`config.mk`:
```
export PLATFORM = sky130hd
export DESIGN_NAME = sha512_queue
export DESIGN_NICKNAME = d
export VERILOG_FILES = /design/src/rtl/sha512_pkg.sv /design/src/rtl/sha512_queue.sv
export SDC_FILE = /design/constraint.sdc
export NUM_CORES = 1
export LEC_CHECK = 0
export ABC_CLOCK_PERIOD_IN_PS = 5100
export BUFFER_PORTS_ARGS = -buffer_cell sky130_fd_sc_hd__buf_2
export CAP_MARGIN = 40
export CORE_MARGIN = 2
export CORE_UTILIZATION = 57
export DETAILED_ROUTE_END_ITERATION = 8
export PLACE_DENSITY = 0.84
export RECOVER_POWER = 25
export SYNTH_ARGS = -nofsm -noshare
export SYNTH_HDL_FRONTEND = slang
export SYNTH_SLANG_ARGS = --single-unit
```
`constraint.sdc`:
```
create_clock -name clk -period 5.1 [get_ports clk]
set_input_delay 1.53 -clock clk [delete_from_list [all_inputs] [get_ports clk]]
set_output_delay 1.53 -clock clk [all_outputs]
set_load 0.02 [all_outputs]
```
`src/rtl/sha512_pkg.sv`:
```
// Types, constants and round functions shared by the SHA-512 engine.
package sha512_pkg;

	typedef struct packed {
		logic [63:0] message_word;
		logic [3:0]  valid_bytes;
		logic        last_word;
	} msg_beat_t;

	typedef struct packed {
		logic [63:0] digest_word;
		logic [2:0]  word_number;
		logic        digest_end;
	} dig_beat_t;

	typedef struct packed {
		logic [63:0] word;
		logic        fin;
	} q_entry_t;

	typedef enum logic [2:0] {
		F_IDLE,
		F_PAD,
		F_ZERO,
		F_LENHI,
		F_LENLO
	} front_state_t;

	typedef enum logic [1:0] {
		B_LOAD,
		B_ROUND,
		B_ADD,
		B_OUT
	} back_state_t;

	localparam logic [3:0]  FULL_BYTES = 4'd8;
	localparam logic [3:0]  LEN_FILL   = 4'd14;
	localparam logic [63:0] PAD_WORD   = 64'h8000_0000_0000_0000;
	localparam logic [6:0]  LAST_ROUND = 7'd79;

	localparam logic [7:0][63:0] INIT_HASH = {
		64'h5be0cd19137e2179, 64'h1f83d9abfb41bd6b,
		64'h9b05688c2b3e6c1f, 64'h510e527fade682d1,
		64'ha54ff53a5f1d36f1, 64'h3c6ef372fe94f82b,
		64'hbb67ae8584caa73b, 64'h6a09e667f3bcc908
	};

	localparam logic [79:0][63:0] ROUND_K = {
		64'h6c44198c4a475817, 64'h5fcb6fab3ad6faec, 64'h597f299cfc657e2a, 64'h4cc5d4becb3e42b6,
		64'h431d67c49c100d4c, 64'h3c9ebe0a15c9bebc, 64'h32caab7b40c72493, 64'h28db77f523047d84,
		64'h1b710b35131c471b, 64'h113f9804bef90dae, 64'h0a637dc5a2c898a6, 64'h06f067aa72176fba,
		64'hf57d4f7fee6ed178, 64'heada7dd6cde0eb1e, 64'hd186b8c721c0c207, 64'hca273eceea26619c,
		64'hc67178f2e372532b, 64'hbef9a3f7b2c67915, 64'ha4506cebde82bde9, 64'h90befffa23631e28,
		64'h8cc702081a6439ec, 64'h84c87814a1f0ab72, 64'h78a5636f43172f60, 64'h748f82ee5defb2fc,
		64'h682e6ff3d6b2b8a3, 64'h5b9cca4f7763e373, 64'h4ed8aa4ae3418acb, 64'h391c0cb3c5c95a63,
		64'h34b0bcb5e19b48a8, 64'h2748774cdf8eeb99, 64'h1e376c085141ab53, 64'h19a4c116b8d2d0c8,
		64'h106aa07032bbd1b8, 64'hf40e35855771202a, 64'hd69906245565a910, 64'hd192e819d6ef5218,
		64'hc76c51a30654be30, 64'hc24b8b70d0f89791, 64'ha81a664bbc423001, 64'ha2bfe8a14cf10364,
		64'h92722c851482353b, 64'h81c2c92e47edaee6, 64'h766a0abb3c77b2a8, 64'h650a73548baf63de,
		64'h53380d139d95b3df, 64'h4d2c6dfc5ac42aed, 64'h2e1b21385c26c926, 64'h27b70a8546d22ffc,
		64'h142929670a0e6e70, 64'h06ca6351e003826f, 64'hd5a79147930aa725, 64'hc6e00bf33da88fc2,
		64'hbf597fc7beef0ee4, 64'hb00327c898fb213f, 64'ha831c66d2db43210, 64'h983e5152ee66dfab,
		64'h76f988da831153b5, 64'h5cb0a9dcbd41fbd4, 64'h4a7484aa6ea6e483, 64'h2de92c6f592b0275,
		64'h240ca1cc77ac9c65, 64'h0fc19dc68b8cd5b5, 64'hefbe4786384f25e3, 64'he49b69c19ef14ad2,
		64'hc19bf174cf692694, 64'h9bdc06a725c71235, 64'h80deb1fe3b1696b1, 64'h72be5d74f27b896f,
		64'h550c7dc3d5ffb4e2, 64'h243185be4ee4b28c, 64'h12835b0145706fbe, 64'hd807aa98a3030242,
		64'hab1c5ed5da6d8118, 64'h923f82a4af194f9b, 64'h59f111f1b605d019, 64'h3956c25bf348b538,
		64'he9b5dba58189dbbc, 64'hb5c0fbcfec4d3b2f, 64'h7137449123ef65cd, 64'h428a2f98d728ae22
	};

	function automatic logic [63:0] rotr(input logic [63:0] x, input int r);
		return (x >> r) | (x << (64 - r));
	endfunction

	function automatic logic [63:0] big_s0(input logic [63:0] x);
		return rotr(x, 28) ^ rotr(x, 34) ^ rotr(x, 39);
	endfunction

	function automatic logic [63:0] big_s1(input logic [63:0] x);
		return rotr(x, 14) ^ rotr(x, 18) ^ rotr(x, 41);
	endfunction

	function automatic logic [63:0] sm_s0(input logic [63:0] x);
		return rotr(x, 1) ^ rotr(x, 8) ^ (x >> 7);
	endfunction

	function automatic logic [63:0] sm_s1(input logic [63:0] x);
		return rotr(x, 19) ^ rotr(x, 61) ^ (x >> 6);
	endfunction

endpackage

```
`src/rtl/sha512_queue.sv`:
```
// Short word queue between the padding front end and the compression core.
module sha512_queue #(
	parameter int DEPTH = 4
) (
	input  logic                 clk,
	input  logic                 arst_n,
	input  sha512_pkg::q_entry_t wr_data,
	input  logic                 push,
	output logic                 full,
	input  logic                 pop,
	output logic                 rd_valid,
	output sha512_pkg::q_entry_t rd_data
);
	import sha512_pkg::*;

	localparam int AW = (DEPTH > 1) ? $clog2(DEPTH) : 1;

	q_entry_t            mem_q [DEPTH];
	logic [AW-1:0]       wr_ptr_q, rd_ptr_q;
	logic [$clog2(DEPTH+1)-1:0] count_q;
	logic                do_push, do_pop;

	assign full     = (count_q == DEPTH[$clog2(DEPTH+1)-1:0]);
	assign rd_valid = (count_q != '0);
	assign rd_data  = mem_q[rd_ptr_q];
	assign do_push  = push && !full;
	assign do_pop   = pop && rd_valid;

	always_ff @(posedge clk) begin
		if (do_push) begin
			mem_q[wr_ptr_q] <= wr_data;
		end
	end

	always_ff @(posedge clk or negedge arst_n) begin
		if (!arst_n) begin
			wr_ptr_q <= '0;
			rd_ptr_q <= '0;
			count_q  <= '0;
		end else begin
			if (do_push) begin
				wr_ptr_q <= (wr_ptr_q == AW'(DEPTH - 1)) ? '0 : wr_ptr_q + 1'b1;
			end
			if (do_pop) begin
				rd_ptr_q <= (rd_ptr_q == AW'(DEPTH - 1)) ? '0 : rd_ptr_q + 1'b1;
			end
			if (do_push && !do_pop) begin
				count_q <= count_q + 1'b1;
			end else if (do_pop && !do_push) begin
				count_q <= count_q - 1'b1;
			end
		end
	end
endmodule

```
Yosys cells after proc, flatten, opt, wreduce, memory -nomap -nowiden --
Memories as Yosys holds them, arrays and structs flattened. Cells that the tools add are included.
Cells by class: add/sub/neg operators 4, equal/unequal tests 3, mux-type cells 6, reduce and logical (&&, ||, !) cells 9
Operators by type and width (number):
- two-way mux 3 bit | 2
- adder 2 x 1 -> 2 bit (second input constant) | 2
- equality test 2 bit (second input constant) | 2
- logical AND 1 bit | 4
- two-way mux 2 bit | 2
- adder 3 x 1 -> 3 bit (second input constant) | 1
- equality test 3 bit (second input constant) | 1
- logical NOT 1 bit | 3
- nonzero test 3 bit | 1
- subtractor 3 x 1 -> 3 bit (second input constant) | 1
- two-way mux 1 bit | 2
- nonzero test 2 bit | 1
Storage, ports and cells: flip-flop bits (word level) 7, bits in writable memories 260, input bits 69, output and inout port bits 67, logic and storage cells 26, memories 1
Memories:
- mem_q | words 4, width 65, rd ports 1, clocked after Yosys merged registers in 0, wr ports 1, RTL line sha512_queue.sv:18 | q_entry_t mem_q [DEPTH];

Depth between registers and ports, before layout --
depth after elaboration 7, depth in mapped cells 8, depth with buffers taken out 8

Least setup slack after synthesis --
No wires, ideal clock.
path kind input to register, start in push, end mem mem_q[3][0] (netlist bit) (enable), library setup time 0.490 ns, arrival 4.316 ns, data required time 4.610 ns, slack 0.295 ns, cell stages on the path 2, buffers on the path 0, path through nand2_1 -> nor2_1
Between the ends: word-level cells in the longest chain between the ends 3
Ends and longest elaborated chain:
- start: declaration | RTL line sha512_queue.sv:8 | input logic push,
- logical AND 1 bit | RTL line sha512_queue.sv:26 | assign do_push = push && !full;
- two-way mux 1 bit | RTL line sha512_queue.sv:30 | if (do_push) begin
- two-way mux 1 bit (not written as such) | RTL line sha512_queue.sv:31 | mem_q[wr_ptr_q] <= wr_data;
- end: declaration | RTL line sha512_queue.sv:18
No other way between the ends.

==> metrics <==
Synth Area in Simple Gates=0.00673; Clk pwr share=0.255; Yosys top cell area share=0.793; fraction of synthesized area in multiplexers=0.154; nets@finish=between 600 and 700; capturing point of the worst reg2reg path=count_q[2]; max-slew violations=0; combinational family with the most area after synthesis=multiplexers; final cycle utilization of the critical path=0.793; RR Startpoint=count_q[2]; worst-case reg-to-reg path depth=8; Final Non-Filler Cells=just under 800; register bit total from synthesis=267; max_cap viols=0; Reg clk slew, reported paths=about 60 ps; switching pwr=2.22 mW; Most used DFF post-synth=edfxtp_1; clk sinks=between 200 and 300; die span in x=approximately 140 um; CP arrival=2520 ps; relative slew slack=0.598; Sequential Power Share=0.437; Lkg Pwr=between 3 and 4 nW; Post-Synth Adder-Cell Area=0.00966; Pwr Density=just over 600 mW/mm2; Syn Inst Count=around 380; WP buf/inv=2; Synth async-reset ratio=0.0262; ratio of cells with drive above 1 in the final layout=0.386; Setup crit start kind=register; initial core utilization=0.575; CP Capture Type=output pin; maximum vdd drop=between 300 and 400 uV; clock period minus worst slack=between 4000 and 5000 ps; final hold violation count=0; initial antenna violation count=0; IO buf count=approximately 140; RePlAce Congestion=between 0.6 and 0.7; Synthesized Nets=between 400 and 500; # diodes=0; Pint=slightly below 5 mW; drt initial violations=between 200 and 250; number of global-route vias before repair=between 4000 and 5000; sequential share of the synthesized area=0.811; post-synthesis compound-gate area fraction=0; wire length per cell=between 20 and 25 um; CTS buffer count=26; IO Pins=~140; Layout Utilization=0.678; H-Tree Depth=1; Crit Path Max Fanout=38; Area Growth Syn to Fin=17.9%; CP Class=reg -> out; # Post-CTS Setup Buffers=0; global-route wire length before repair=27100 um; Critical Path Source=rd_ptr_q[0]; cell area after synthesis=~0.01 mm2; Post-synth EDFFs=260; Hold Path End=count_q[2]; Area contributors post-synth=edfxtp_1, mux4_2, dfrtp_1, buf_12, ha_1; Critical Path RT=~3600 ps; RSZ-0062 raised after global routing=false; sw frac=0.313; die area=0.0183 mm2; Achievable Freq=around 250 MHz; DR pass1 iterations=5; CP cell instances=buf_12, mux4_2, buf_2; delay of the slowest critical-path stage=roughly 830 ps; num rows=48; hold path startpoint=count_q[2]; synth cell count leaders=edfxtp_1, mux4_2, dfrtp_1; area leader, netlist=edfxtp_1; Final HPWL DP=about 11000 um; CTS tree=built; total gr overflow=0; Synth Area in XOR/XNOR=0.00267; Crit path max-delay family=flip-flops; hold buffer count at CTS=0; Via Count=around 4400; largest net degree at the start of global routing=58; fill count=around 1100; vias per cell=between 5 and 6; hold path depth=1; combinational power share=0.309; post-synthesis cell type count=20; chip height=between 100 and 150 um; CTS resizes=0; YS warnings=0; dpl cells=between 700 and 800; final setup violation count=0; slowest cell on the critical path=dfrtp_4; clk_lat worst skew=about 530 ps; Core ar.=roughly 0.017 mm2; Residual DRC=0; status=completed; CTS root buffer=clkbuf_16; Post-Route WL=~18000 um; total power=roughly 7.1 mW; Worst-Margin Slew=just over 600 ps; setup TNS=0 ps; DRT antenna net count=0; clock skew=roughly 22 ps; HP Class=reg -> reg; most numerous cell in the Yosys netlist=edfxtp_1; reg-to-reg slack, setup=around 2800 ps; Total Routing Usage GR=0.196; Mean Syn Cell Area=26.1 um2; clock tree buffer depth=3
==> power groups by stage <==
stage,clock network [mW],logic (mW),registers [mW]
2_1_floorplan,0,1.65,3.04
3_3_place_gp,0,2.01,3.22
3_5_place_dp,0,2.23,3.15
4_1_cts,1.85,2.24,3.11
5_1_grt,1.92,2.33,3.15
6_report,1.81,2.19,3.10
==> cells by family after synthesis <==
| family | Yosys count |
|---|---|
| DFF | 267 |
| muxes | 70 |
| buffers and inverters | 18 |
| and+or+nand+nor | 12 |
| adders and majority gates | 7 |
| xor gates and xnor gates | 3 |
==> routing by layer <==
| layer | global-route usage | share of wire | up-vias |
|---|---|---|---|
| met3 | 0.0344 | 0.050 | 27 |
| met5 | 0 | 0 | - |
| li1 | - | - | 1920 |
| met4 | 0.0521 | 0.016 | 0 |
| met2 | 0.339 | 0.54 | 133 |
| met1 | 0.262 | 0.40 | 2300 |
==> worst max path at each step <==
stage          cells past startpoint           to  slack [ps]
2_1_floorplan                      2  mem_q[3][0]         290
3_3_place_gp                       3  rd_data[52]        1550
3_5_place_dp                       3   rd_data[3]        1540
4_1_cts                            3   rd_data[3]         970
5_1_grt                            3  rd_data[25]         880
6_report                           3  rd_data[52]        1050
==> stage by stage <==
step,cell area (um2),setup WS (ps),hold WS (ps)
6_report,11600,1050,480
3_5_place_dp,10900,1540,472
2_1_floorplan,9850,295,445
5_1_grt,11600,878,508
3_3_place_gp,10700,1550,462
4_1_cts,11700,974,483
==> placed cells by master, fill, tap and decap left out <==
master,count
buf_16,4
clkinv_8,1
nor2_4,1
xnor2_1,1
nand2_1,2
mux2_2,5
nor2_1,3
fa_1,1
mux4_2,65
and2_4,3
clkinv_1,4
clkinv_4,2
clkbuf_1,48
bufinv_16,2
buf_12,3
dfrtp_4,2
clkbuf_16,26
dfrtp_1,5
xor2_1,2
buf_2,90
or3_1,1
edfxtp_1,260
inv_1,3
nor3b_2,1
clkinv_2,4
clkinvlp_4,3
nor2b_1,1
ha_1,6
==> state kept, by name, indices dropped and copies added (netlist names) <==
name	flops
rd_ptr_q	2
wr_ptr_q	2
mem_q	260
count_q	3
==> final cells by class <==
class | instances | area [um2] | area share
inverters | 3 | 11.3 | 0.000970
clock buffers | 29 | 662 | 0.0570
clock inverters | 16 | 151 | 0.0130
repair buffers | 142 | 790 | 0.0680
well taps | 225 | 282 | 0.0243
flip-flops and latches | 267 | 7990 | 0.688
multi-input cells | 92 | 1720 | 0.148
No activity file was read; power rests on OpenSTA's default activity.
