### config.mk
export PLATFORM = sky130hd
export DESIGN_NAME = sha512_front
export DESIGN_NICKNAME = d
export VERILOG_FILES = /design/src/rtl/sha512_pkg.sv /design/src/rtl/sha512_front.sv
export SDC_FILE = /design/constraint.sdc
export NUM_CORES = 1
export LEC_CHECK = 0
export BUFFER_PORTS_ARGS = -buffer_cell sky130_fd_sc_hd__buf_4
export CELL_PAD_IN_SITES_DETAIL_PLACEMENT = 0
export CELL_PAD_IN_SITES_GLOBAL_PLACEMENT = 2
export CORE_MARGIN = 10
export CORE_UTILIZATION = 30
export CTS_BUF_LIST = sky130_fd_sc_hd__clkbuf_16
export CTS_CLUSTER_SIZE = 20
export DETAILED_ROUTE_END_ITERATION = 10
export PLACE_DENSITY = 0.9
export SKIP_CTS_REPAIR_TIMING = 1
export SLEW_MARGIN = 20
export SYNTH_ARGS = -nofsm -noshare
export SYNTH_HDL_FRONTEND = slang
export SYNTH_SLANG_ARGS = --single-unit
### constraint.sdc
create_clock -name clk -period 2.95 [get_ports clk]
set_input_delay 0 -clock clk [delete_from_list [all_inputs] [get_ports clk]]
set_output_delay 0 -clock clk [all_outputs]
set_load 0.02 [all_outputs]
### src/rtl/sha512_pkg.sv
// Types, constants and round functions shared by the SHA-512 engine.
package sha512_pkg;

	typedef struct packed {
		logic [63:0] message_word;
		logic [3:0]  valid_bytes;
		logic        last_word;
	} msg_beat_t;

	typedef struct packed {
		logic [63:0] digest_word;
		logic [2:0]  word_number;
		logic        digest_end;
	} dig_beat_t;

	typedef struct packed {
		logic [63:0] word;
		logic        fin;
	} q_entry_t;

	typedef enum logic [2:0] {
		F_IDLE,
		F_PAD,
		F_ZERO,
		F_LENHI,
		F_LENLO
	} front_state_t;

	typedef enum logic [1:0] {
		B_LOAD,
		B_ROUND,
		B_ADD,
		B_OUT
	} back_state_t;

	localparam logic [3:0]  FULL_BYTES = 4'd8;
	localparam logic [3:0]  LEN_FILL   = 4'd14;
	localparam logic [63:0] PAD_WORD   = 64'h8000_0000_0000_0000;
	localparam logic [6:0]  LAST_ROUND = 7'd79;

	localparam logic [7:0][63:0] INIT_HASH = {
		64'h5be0cd19137e2179, 64'h1f83d9abfb41bd6b,
		64'h9b05688c2b3e6c1f, 64'h510e527fade682d1,
		64'ha54ff53a5f1d36f1, 64'h3c6ef372fe94f82b,
		64'hbb67ae8584caa73b, 64'h6a09e667f3bcc908
	};

	localparam logic [79:0][63:0] ROUND_K = {
		64'h6c44198c4a475817, 64'h5fcb6fab3ad6faec, 64'h597f299cfc657e2a, 64'h4cc5d4becb3e42b6,
		64'h431d67c49c100d4c, 64'h3c9ebe0a15c9bebc, 64'h32caab7b40c72493, 64'h28db77f523047d84,
		64'h1b710b35131c471b, 64'h113f9804bef90dae, 64'h0a637dc5a2c898a6, 64'h06f067aa72176fba,
		64'hf57d4f7fee6ed178, 64'heada7dd6cde0eb1e, 64'hd186b8c721c0c207, 64'hca273eceea26619c,
		64'hc67178f2e372532b, 64'hbef9a3f7b2c67915, 64'ha4506cebde82bde9, 64'h90befffa23631e28,
		64'h8cc702081a6439ec, 64'h84c87814a1f0ab72, 64'h78a5636f43172f60, 64'h748f82ee5defb2fc,
		64'h682e6ff3d6b2b8a3, 64'h5b9cca4f7763e373, 64'h4ed8aa4ae3418acb, 64'h391c0cb3c5c95a63,
		64'h34b0bcb5e19b48a8, 64'h2748774cdf8eeb99, 64'h1e376c085141ab53, 64'h19a4c116b8d2d0c8,
		64'h106aa07032bbd1b8, 64'hf40e35855771202a, 64'hd69906245565a910, 64'hd192e819d6ef5218,
		64'hc76c51a30654be30, 64'hc24b8b70d0f89791, 64'ha81a664bbc423001, 64'ha2bfe8a14cf10364,
		64'h92722c851482353b, 64'h81c2c92e47edaee6, 64'h766a0abb3c77b2a8, 64'h650a73548baf63de,
		64'h53380d139d95b3df, 64'h4d2c6dfc5ac42aed, 64'h2e1b21385c26c926, 64'h27b70a8546d22ffc,
		64'h142929670a0e6e70, 64'h06ca6351e003826f, 64'hd5a79147930aa725, 64'hc6e00bf33da88fc2,
		64'hbf597fc7beef0ee4, 64'hb00327c898fb213f, 64'ha831c66d2db43210, 64'h983e5152ee66dfab,
		64'h76f988da831153b5, 64'h5cb0a9dcbd41fbd4, 64'h4a7484aa6ea6e483, 64'h2de92c6f592b0275,
		64'h240ca1cc77ac9c65, 64'h0fc19dc68b8cd5b5, 64'hefbe4786384f25e3, 64'he49b69c19ef14ad2,
		64'hc19bf174cf692694, 64'h9bdc06a725c71235, 64'h80deb1fe3b1696b1, 64'h72be5d74f27b896f,
		64'h550c7dc3d5ffb4e2, 64'h243185be4ee4b28c, 64'h12835b0145706fbe, 64'hd807aa98a3030242,
		64'hab1c5ed5da6d8118, 64'h923f82a4af194f9b, 64'h59f111f1b605d019, 64'h3956c25bf348b538,
		64'he9b5dba58189dbbc, 64'hb5c0fbcfec4d3b2f, 64'h7137449123ef65cd, 64'h428a2f98d728ae22
	};

	function automatic logic [63:0] rotr(input logic [63:0] x, input int r);
		return (x >> r) | (x << (64 - r));
	endfunction

	function automatic logic [63:0] big_s0(input logic [63:0] x);
		return rotr(x, 28) ^ rotr(x, 34) ^ rotr(x, 39);
	endfunction

	function automatic logic [63:0] big_s1(input logic [63:0] x);
		return rotr(x, 14) ^ rotr(x, 18) ^ rotr(x, 41);
	endfunction

	function automatic logic [63:0] sm_s0(input logic [63:0] x);
		return rotr(x, 1) ^ rotr(x, 8) ^ (x >> 7);
	endfunction

	function automatic logic [63:0] sm_s1(input logic [63:0] x);
		return rotr(x, 19) ^ rotr(x, 61) ^ (x >> 6);
	endfunction

endpackage

### src/rtl/sha512_front.sv
// Front end: accept message beats, count length, insert padding and length words.
module sha512_front (
	input  logic                  clk,
	input  logic                  arst_n,
	input  logic                  msg_valid,
	output logic                  msg_ready,
	input  sha512_pkg::msg_beat_t msg,
	output sha512_pkg::q_entry_t  q_data,
	output logic                  q_push,
	input  logic                  q_full
);
	import sha512_pkg::*;

	front_state_t state_q, state_d;
	logic [3:0]   fill_q;
	logic [63:0]  bitlen_q;
	logic [3:0]   vb;
	logic         take;
	logic [5:0]   shamt;

	// Oversized counts and short non-final beats count as full words
	assign vb    = (!msg.last_word || msg.valid_bytes > FULL_BYTES) ? FULL_BYTES
		: msg.valid_bytes;
	assign shamt = {vb[2:0], 3'b000};
	assign take  = msg_valid && msg_ready;

	always_comb begin
		state_d = state_q;
		case (state_q)
			F_IDLE: begin
				if (take && msg.last_word) begin
					state_d = (vb == FULL_BYTES) ? F_PAD : F_ZERO;
				end
			end
			F_PAD:   if (!q_full) state_d = F_ZERO;
			F_ZERO:  if (fill_q == LEN_FILL) state_d = F_LENHI;
			F_LENHI: if (!q_full) state_d = F_LENLO;
			F_LENLO: if (!q_full) state_d = F_IDLE;
			default: state_d = F_IDLE;
		endcase
	end

	always_comb begin
		msg_ready  = 1'b0;
		q_push     = 1'b0;
		q_data.word = '0;
		q_data.fin  = 1'b0;
		case (state_q)
			F_IDLE: begin
				msg_ready = !q_full;
				q_push    = msg_valid && !q_full;
				if (vb == FULL_BYTES) begin
					q_data.word = msg.message_word;
				end else begin
					q_data.word = (msg.message_word & ~({64{1'b1}} >> shamt))
						| (PAD_WORD >> shamt);
				end
			end
			F_PAD: begin
				q_push      = !q_full;
				q_data.word = PAD_WORD;
			end
			F_ZERO:  q_push = !q_full && (fill_q != LEN_FILL);
			F_LENHI: q_push = !q_full;
			F_LENLO: begin
				q_push      = !q_full;
				q_data.word = bitlen_q;
				q_data.fin  = 1'b1;
			end
			default: q_push = 1'b0;
		endcase
	end

	always_ff @(posedge clk or negedge arst_n) begin
		if (!arst_n) begin
			state_q  <= F_IDLE;
			fill_q   <= '0;
			bitlen_q <= '0;
		end else begin
			state_q <= state_d;
			if (q_push) begin
				fill_q <= fill_q + 1'b1;
			end
			if (take) begin
				bitlen_q <= bitlen_q + {57'd0, vb, 3'b000};
			end else if (state_q == F_LENLO && !q_full) begin
				bitlen_q <= '0;
			end
		end
	end
endmodule

# After elaboration in Yosys (flattened, before gate mapping)
# Index checks and enable logic that the tools add are counted.
# W data, S select, Z words.
# totals
in_bits,73
rom_bits,0
word_cells,50
ff_bits,71
latch_bits,0
n_memories,0
ram_bits,0
# op_classes
n_shift,2
reduce_logical,12
magnitude_cmp,1
n_eq_ne,12
muxes,15
n_addsub,2
multipliers,0
div,0
n_bitwise,3
# ops
op,count
$mux W64,3
$pmux W64 S3,1
$shr A64 B6 Y64 const A,2
$add A64 B7 Y64,1
$and A64 B64 Y64,1
$not A64 Y64,1
$or A64 B64 Y64,1
$mux W3,5
$pmux W3 S5,1
$ne A2 B2 Y1 const B,5
$eq A4 B4 Y1 const B,2
$eq A3 B2 Y1 const B,2
$logic_and A1 B1 Y1,5
$reduce_and A5 Y1,1
$add A4 B1 Y4 const B,1
$gt A4 B4 Y1 const B,1
$mux W4,1
$ne A4 B4 Y1 const B,1
$eq A3 B1 Y1 const B,1
$eq A3 B3 Y1 const B,1
$logic_not A3 Y1,1
$pmux W1 S3,1
$reduce_or A3 Y1,1
$logic_not A1 Y1,2
4 further kinds,5

# Depth between registers and ports, before layout
# logic_depth
word_depth,9
mapped_depth,12

# Least setup slack after synthesis
# Ideal clock, no wire load.
# synth_path
path_kind,input to register
from,input port msg[0] (netlist name)
to,register bitlen_q[57]
n_path_buf,2
arrival_ps,2356
required_ps,2825
setup_slack_ps,470
path_stages,12
path_cell_list,nor2b_1 > and2_1 > ha_1 > inv_1 > fa_1 > nor2b_1 > o311ai_2 > and2_1 > buf_2 > buf_4 > nand4_1 > mux2i_1
# synth_via
elab_chain_cells,5
# synth_rtl
item,line_no,source
"start, declared",sha512_front.sv:7,"input sha512_pkg::msg_beat_t msg,"
$logic_not A1 Y1,sha512_front.sv:22,assign vb = (!msg.last_word || msg.valid_bytes > FULL_BYTES) ? FULL_BYTES
$logic_or A1 B1 Y1,sha512_front.sv:22,
$mux W4,sha512_front.sv:22,
$add A64 B7 Y64,sha512_front.sv:85,"bitlen_q <= bitlen_q + {57'd0, vb, 3'b000};"
$mux W64,sha512_front.sv:84,if (take) begin
"end signal, assigned",sha512_front.sv:85,
"end, declared",sha512_front.sv:16,logic [63:0] bitlen_q;
# Every way passes these cells.
# A chain may end at the register's enable or synchronous reset.

# Worst setup path in the final report
# layout_path
from,register bitlen_q[4]
to,register bitlen_q[22]
# layout_via
elab_chain_cells,2
# layout_rtl
item,line_no
$add A64 B7 Y64,sha512_front.sv:85
$mux W64,sha512_front.sv:84
# Every way passes these cells.

==> metrics.log <==
INFO  metric run_status = finished, final reports clean
INFO  metric place.gp.congestion = 0.877
INFO  metric final_clock_skew = 0.00699 ns
INFO  metric area_delta_synth_final = 34.6%
INFO  metric synth_top_area_share = 37.6%
INFO  metric drt-wirelength-per-cell = 18.5 um
INFO  metric layout.cells.most_common_list = buf_4, nand2_1, dfrtp_1
INFO  metric dieHeight = 143 um
INFO  metric post_synthesis_net_count = 584
INFO  metric grt_pass1_wl = 24,100 um
INFO  metric critical_path.reg2reg.startpoint = bitlen_q[4]
INFO  metric worstSetupEndpointType = flop
INFO  metric nets = 724
INFO  metric finish.cell_count_without_fillers = 832
INFO  metric finalWorstPathRequiredPeriod = 2.60 ns
INFO  metric clockRootBuffer = clkbuf_16
INFO  metric max_freq = 385 MHz
INFO  metric synth_area_leader_cell = dfrtp_1
INFO  metric critical_path.startpoint_type = flop
INFO  metric min-delay-start = msg[0]
INFO  metric count_of_warnings_emitted_by_yosys = 0
INFO  metric postSynthAreaPerCell = 8.95 um2
INFO  metric whs = 0.131 ns
INFO  metric detail_route.wirelength = 15,400 um
INFO  metric post-route-drc-count = 0
INFO  metric route.antenna.remaining_nets = 0
INFO  metric post_synth_inst_count = 505
INFO  metric final.setup.worst_slack = 0.349 ns
INFO  metric clkTransAtPathRegs = 0.06 ns
INFO  metric cts-root-to-sink-buffers = 2
INFO  metric ys_seq_elements = 68
INFO  metric setup_violations = 0
INFO  metric avgViaCountPerCell = 5.47
INFO  metric drt_first_pass_iters = 7
INFO  metric synth-edff-count = 0
INFO  metric cts_tree = built
INFO  metric cp-startpoint = bitlen_q[4]
INFO  metric initial_utilization = 30.9%
INFO  metric num_rows = 44
INFO  metric num_vias = 4,552
INFO  metric num_antenna_cells = 0
INFO  metric crit_path_max_fanout = 22
INFO  metric layout.cell_area.non_filler = 6090 um2
INFO  metric final_hold_viols = 0
INFO  metric clock_insertion_delay_worst_skew = 0.33 ns
INFO  metric clkSinkCount = 68
INFO  metric worst-path-buf-inv = 1
INFO  metric synthTopCellsByArea = dfrtp_1, a22o_1, mux2i_1
INFO  metric critical_path.cell_chain = ha_1 -> a21o_1 -> o2111a_1 -> o21ai_2 -> buf_4 -> o211ai_1 -> o31ai_1
INFO  metric timing_worst_setup_path_type = reg -> reg
INFO  metric dp.cells = 816
INFO  metric design.core.area = 14,600 um2
INFO  metric critPathTopFamily = compound AO/OA/AOI/OAI gates
INFO  metric die_area = 20,400 um2
INFO  metric cp.required = 3.18 ns
INFO  metric number_of_h_tree_levels = 3
INFO  metric die_w = 143 um
INFO  metric grt_use_total = 14.7%
INFO  metric worst_slew_pin_slew = 1.10 ns
INFO  metric synth_top_flop_cell = dfrtp_1
INFO  metric leakagePower = 2.83 nW
INFO  metric cap_violations = 0
INFO  metric post-place-ws = 0.179 ns
INFO  metric drv_slew = 0
INFO  metric synth_area = 4520 um2
INFO  metric cts-buffers-inserted = 9
INFO  metric first_global_vias = 4,448
INFO  metric max-slew-margin-rel = 26.4%
INFO  metric synth-seq-area-share = 37.6%
INFO  metric synth-async-reset-ratio = 100%
INFO  metric power.ir.vdd_worst = 0.314 mV
INFO  metric tns = 0 ns
INFO  metric first_iter_violations = 316
INFO  metric critPathMaxStageDelay = 0.88 ns
INFO  metric timing.hold.worst.class = in -> reg
INFO  metric initial_antenna_violation_count = 0
INFO  metric power_density = 643 nW/um2
INFO  metric post_dp_cell_area = 5790 um2
INFO  metric global_route.overflow_total = 0
INFO  metric boundaryPins = 140
INFO  metric setup_repair_after_global_routing_missed_its_margin = false
INFO  metric ys_types = 46
INFO  metric cp_data_arrival_time = 2.83 ns
INFO  metric placement.io_buffers = 139
INFO  metric dpl.hpwl = 11,500 um
INFO  metric mostFrequentLayoutCell = buf_4
INFO  metric pin_count_of_the_biggest_net_entering_global_routing = 69
INFO  metric critPathSlowestCell = o21ai_2
INFO  metric drive_gt1_share = 27.5%
INFO  metric timing.final.crit_share = 88.2%
-- cell families after synthesis --
group,share of synthesized area (%)
AND/OR/NAND/NOR,26.8
AO/OA/AOI/OAI,20.2
flip-flops,37.6
multiplexers,8.19
XOR/XNOR,0.969
adder cells (fa/ha/maj),2.05
buffers and inverters,4.15
-- worst paths after layout --
path,end,slack (ns),cells after the start
min,state_q[0],0.13,5
min reg2reg,fill_q[3],0.48,1
max in group asynchronous,state_q[1],2.00,2
min in group asynchronous,bitlen_q[12],0.34,2
max,bitlen_q[22],0.35,7
max reg2reg,bitlen_q[22],0.35,7
-- worst reg2reg max path, stage by stage (launching register included) --
cell      delay (ns)
dfrtp_1         0.42
ha_1            0.31
a21o_1          0.20
o2111a_1        0.20
o21ai_2         0.88
buf_4           0.29
o211ai_1        0.11
o31ai_1         0.11
-- power breakdown --
| group | internal, mW | switching [mW] | leakage, nW | total, mW |
|---|---|---|---|---|
| sequential | 1.01 | 0.113 | 0.932 | 1.12 |
| combinational | 0.751 | 1.01 | 1.76 | 1.76 |
| clock | 0.634 | 0.389 | 0.137 | 1.02 |
| total | 2.40 | 1.52 | 2.83 | 3.91 |
-- cell usage after synthesis, types with 8 or more instances --
| master | n |
|---|---|
| and2_1 | 8 |
| inv_1 | 11 |
| o31ai_1 | 13 |
| nor4_1 | 13 |
| mux2i_1 | 37 |
| nor2_1 | 19 |
| a22o_1 | 55 |
| nand3_1 | 30 |
| o211ai_1 | 11 |
| and4_1 | 8 |
| nand2_1 | 74 |
| nand4_1 | 23 |
| a21oi_1 | 8 |
| dfrtp_1 | 68 |
| nor3_1 | 13 |
| and3_1 | 9 |
| clkbuf_1 | 18 |
| o21ai_0 | 24 |
-- metrics by stage --
stage	util, %	total power, mW
after floorplan	-	2.13
after global placement	39.6	2.89
after detailed placement	39.6	2.91
after CTS	41.4	3.94
after global routing	41.6	4.13
final	41.6	3.91
-- flip-flops by register name, indices dropped and copies added, names as in the netlist --
name and count:
bitlen_q 61, state_q 3, fill_q 4
-- cell type report --
class | count | area (um2)
fillers | 1469 | 8560
flip-flops and latches | 68 | 1700
well taps | 184 | 230
clock inverters | 5 | 46.3
inverters | 12 | 45.0
multi-input cells | 395 | 2640
clock buffers | 9 | 225
repair buffers | 159 | 1200
-- per-layer routing --
metal | track usage (%) | up-vias | routed length, um
met4 | 3.64 | 0 | 127
met3 | 4.01 | 14 | 1070
met1 | 19.7 | 2213 | 7120
met5 | 0 | - | 0
met2 | 23.0 | 133 | 7090
li1 | - | 2192 | -
Power figures use the tool's default switching activity.
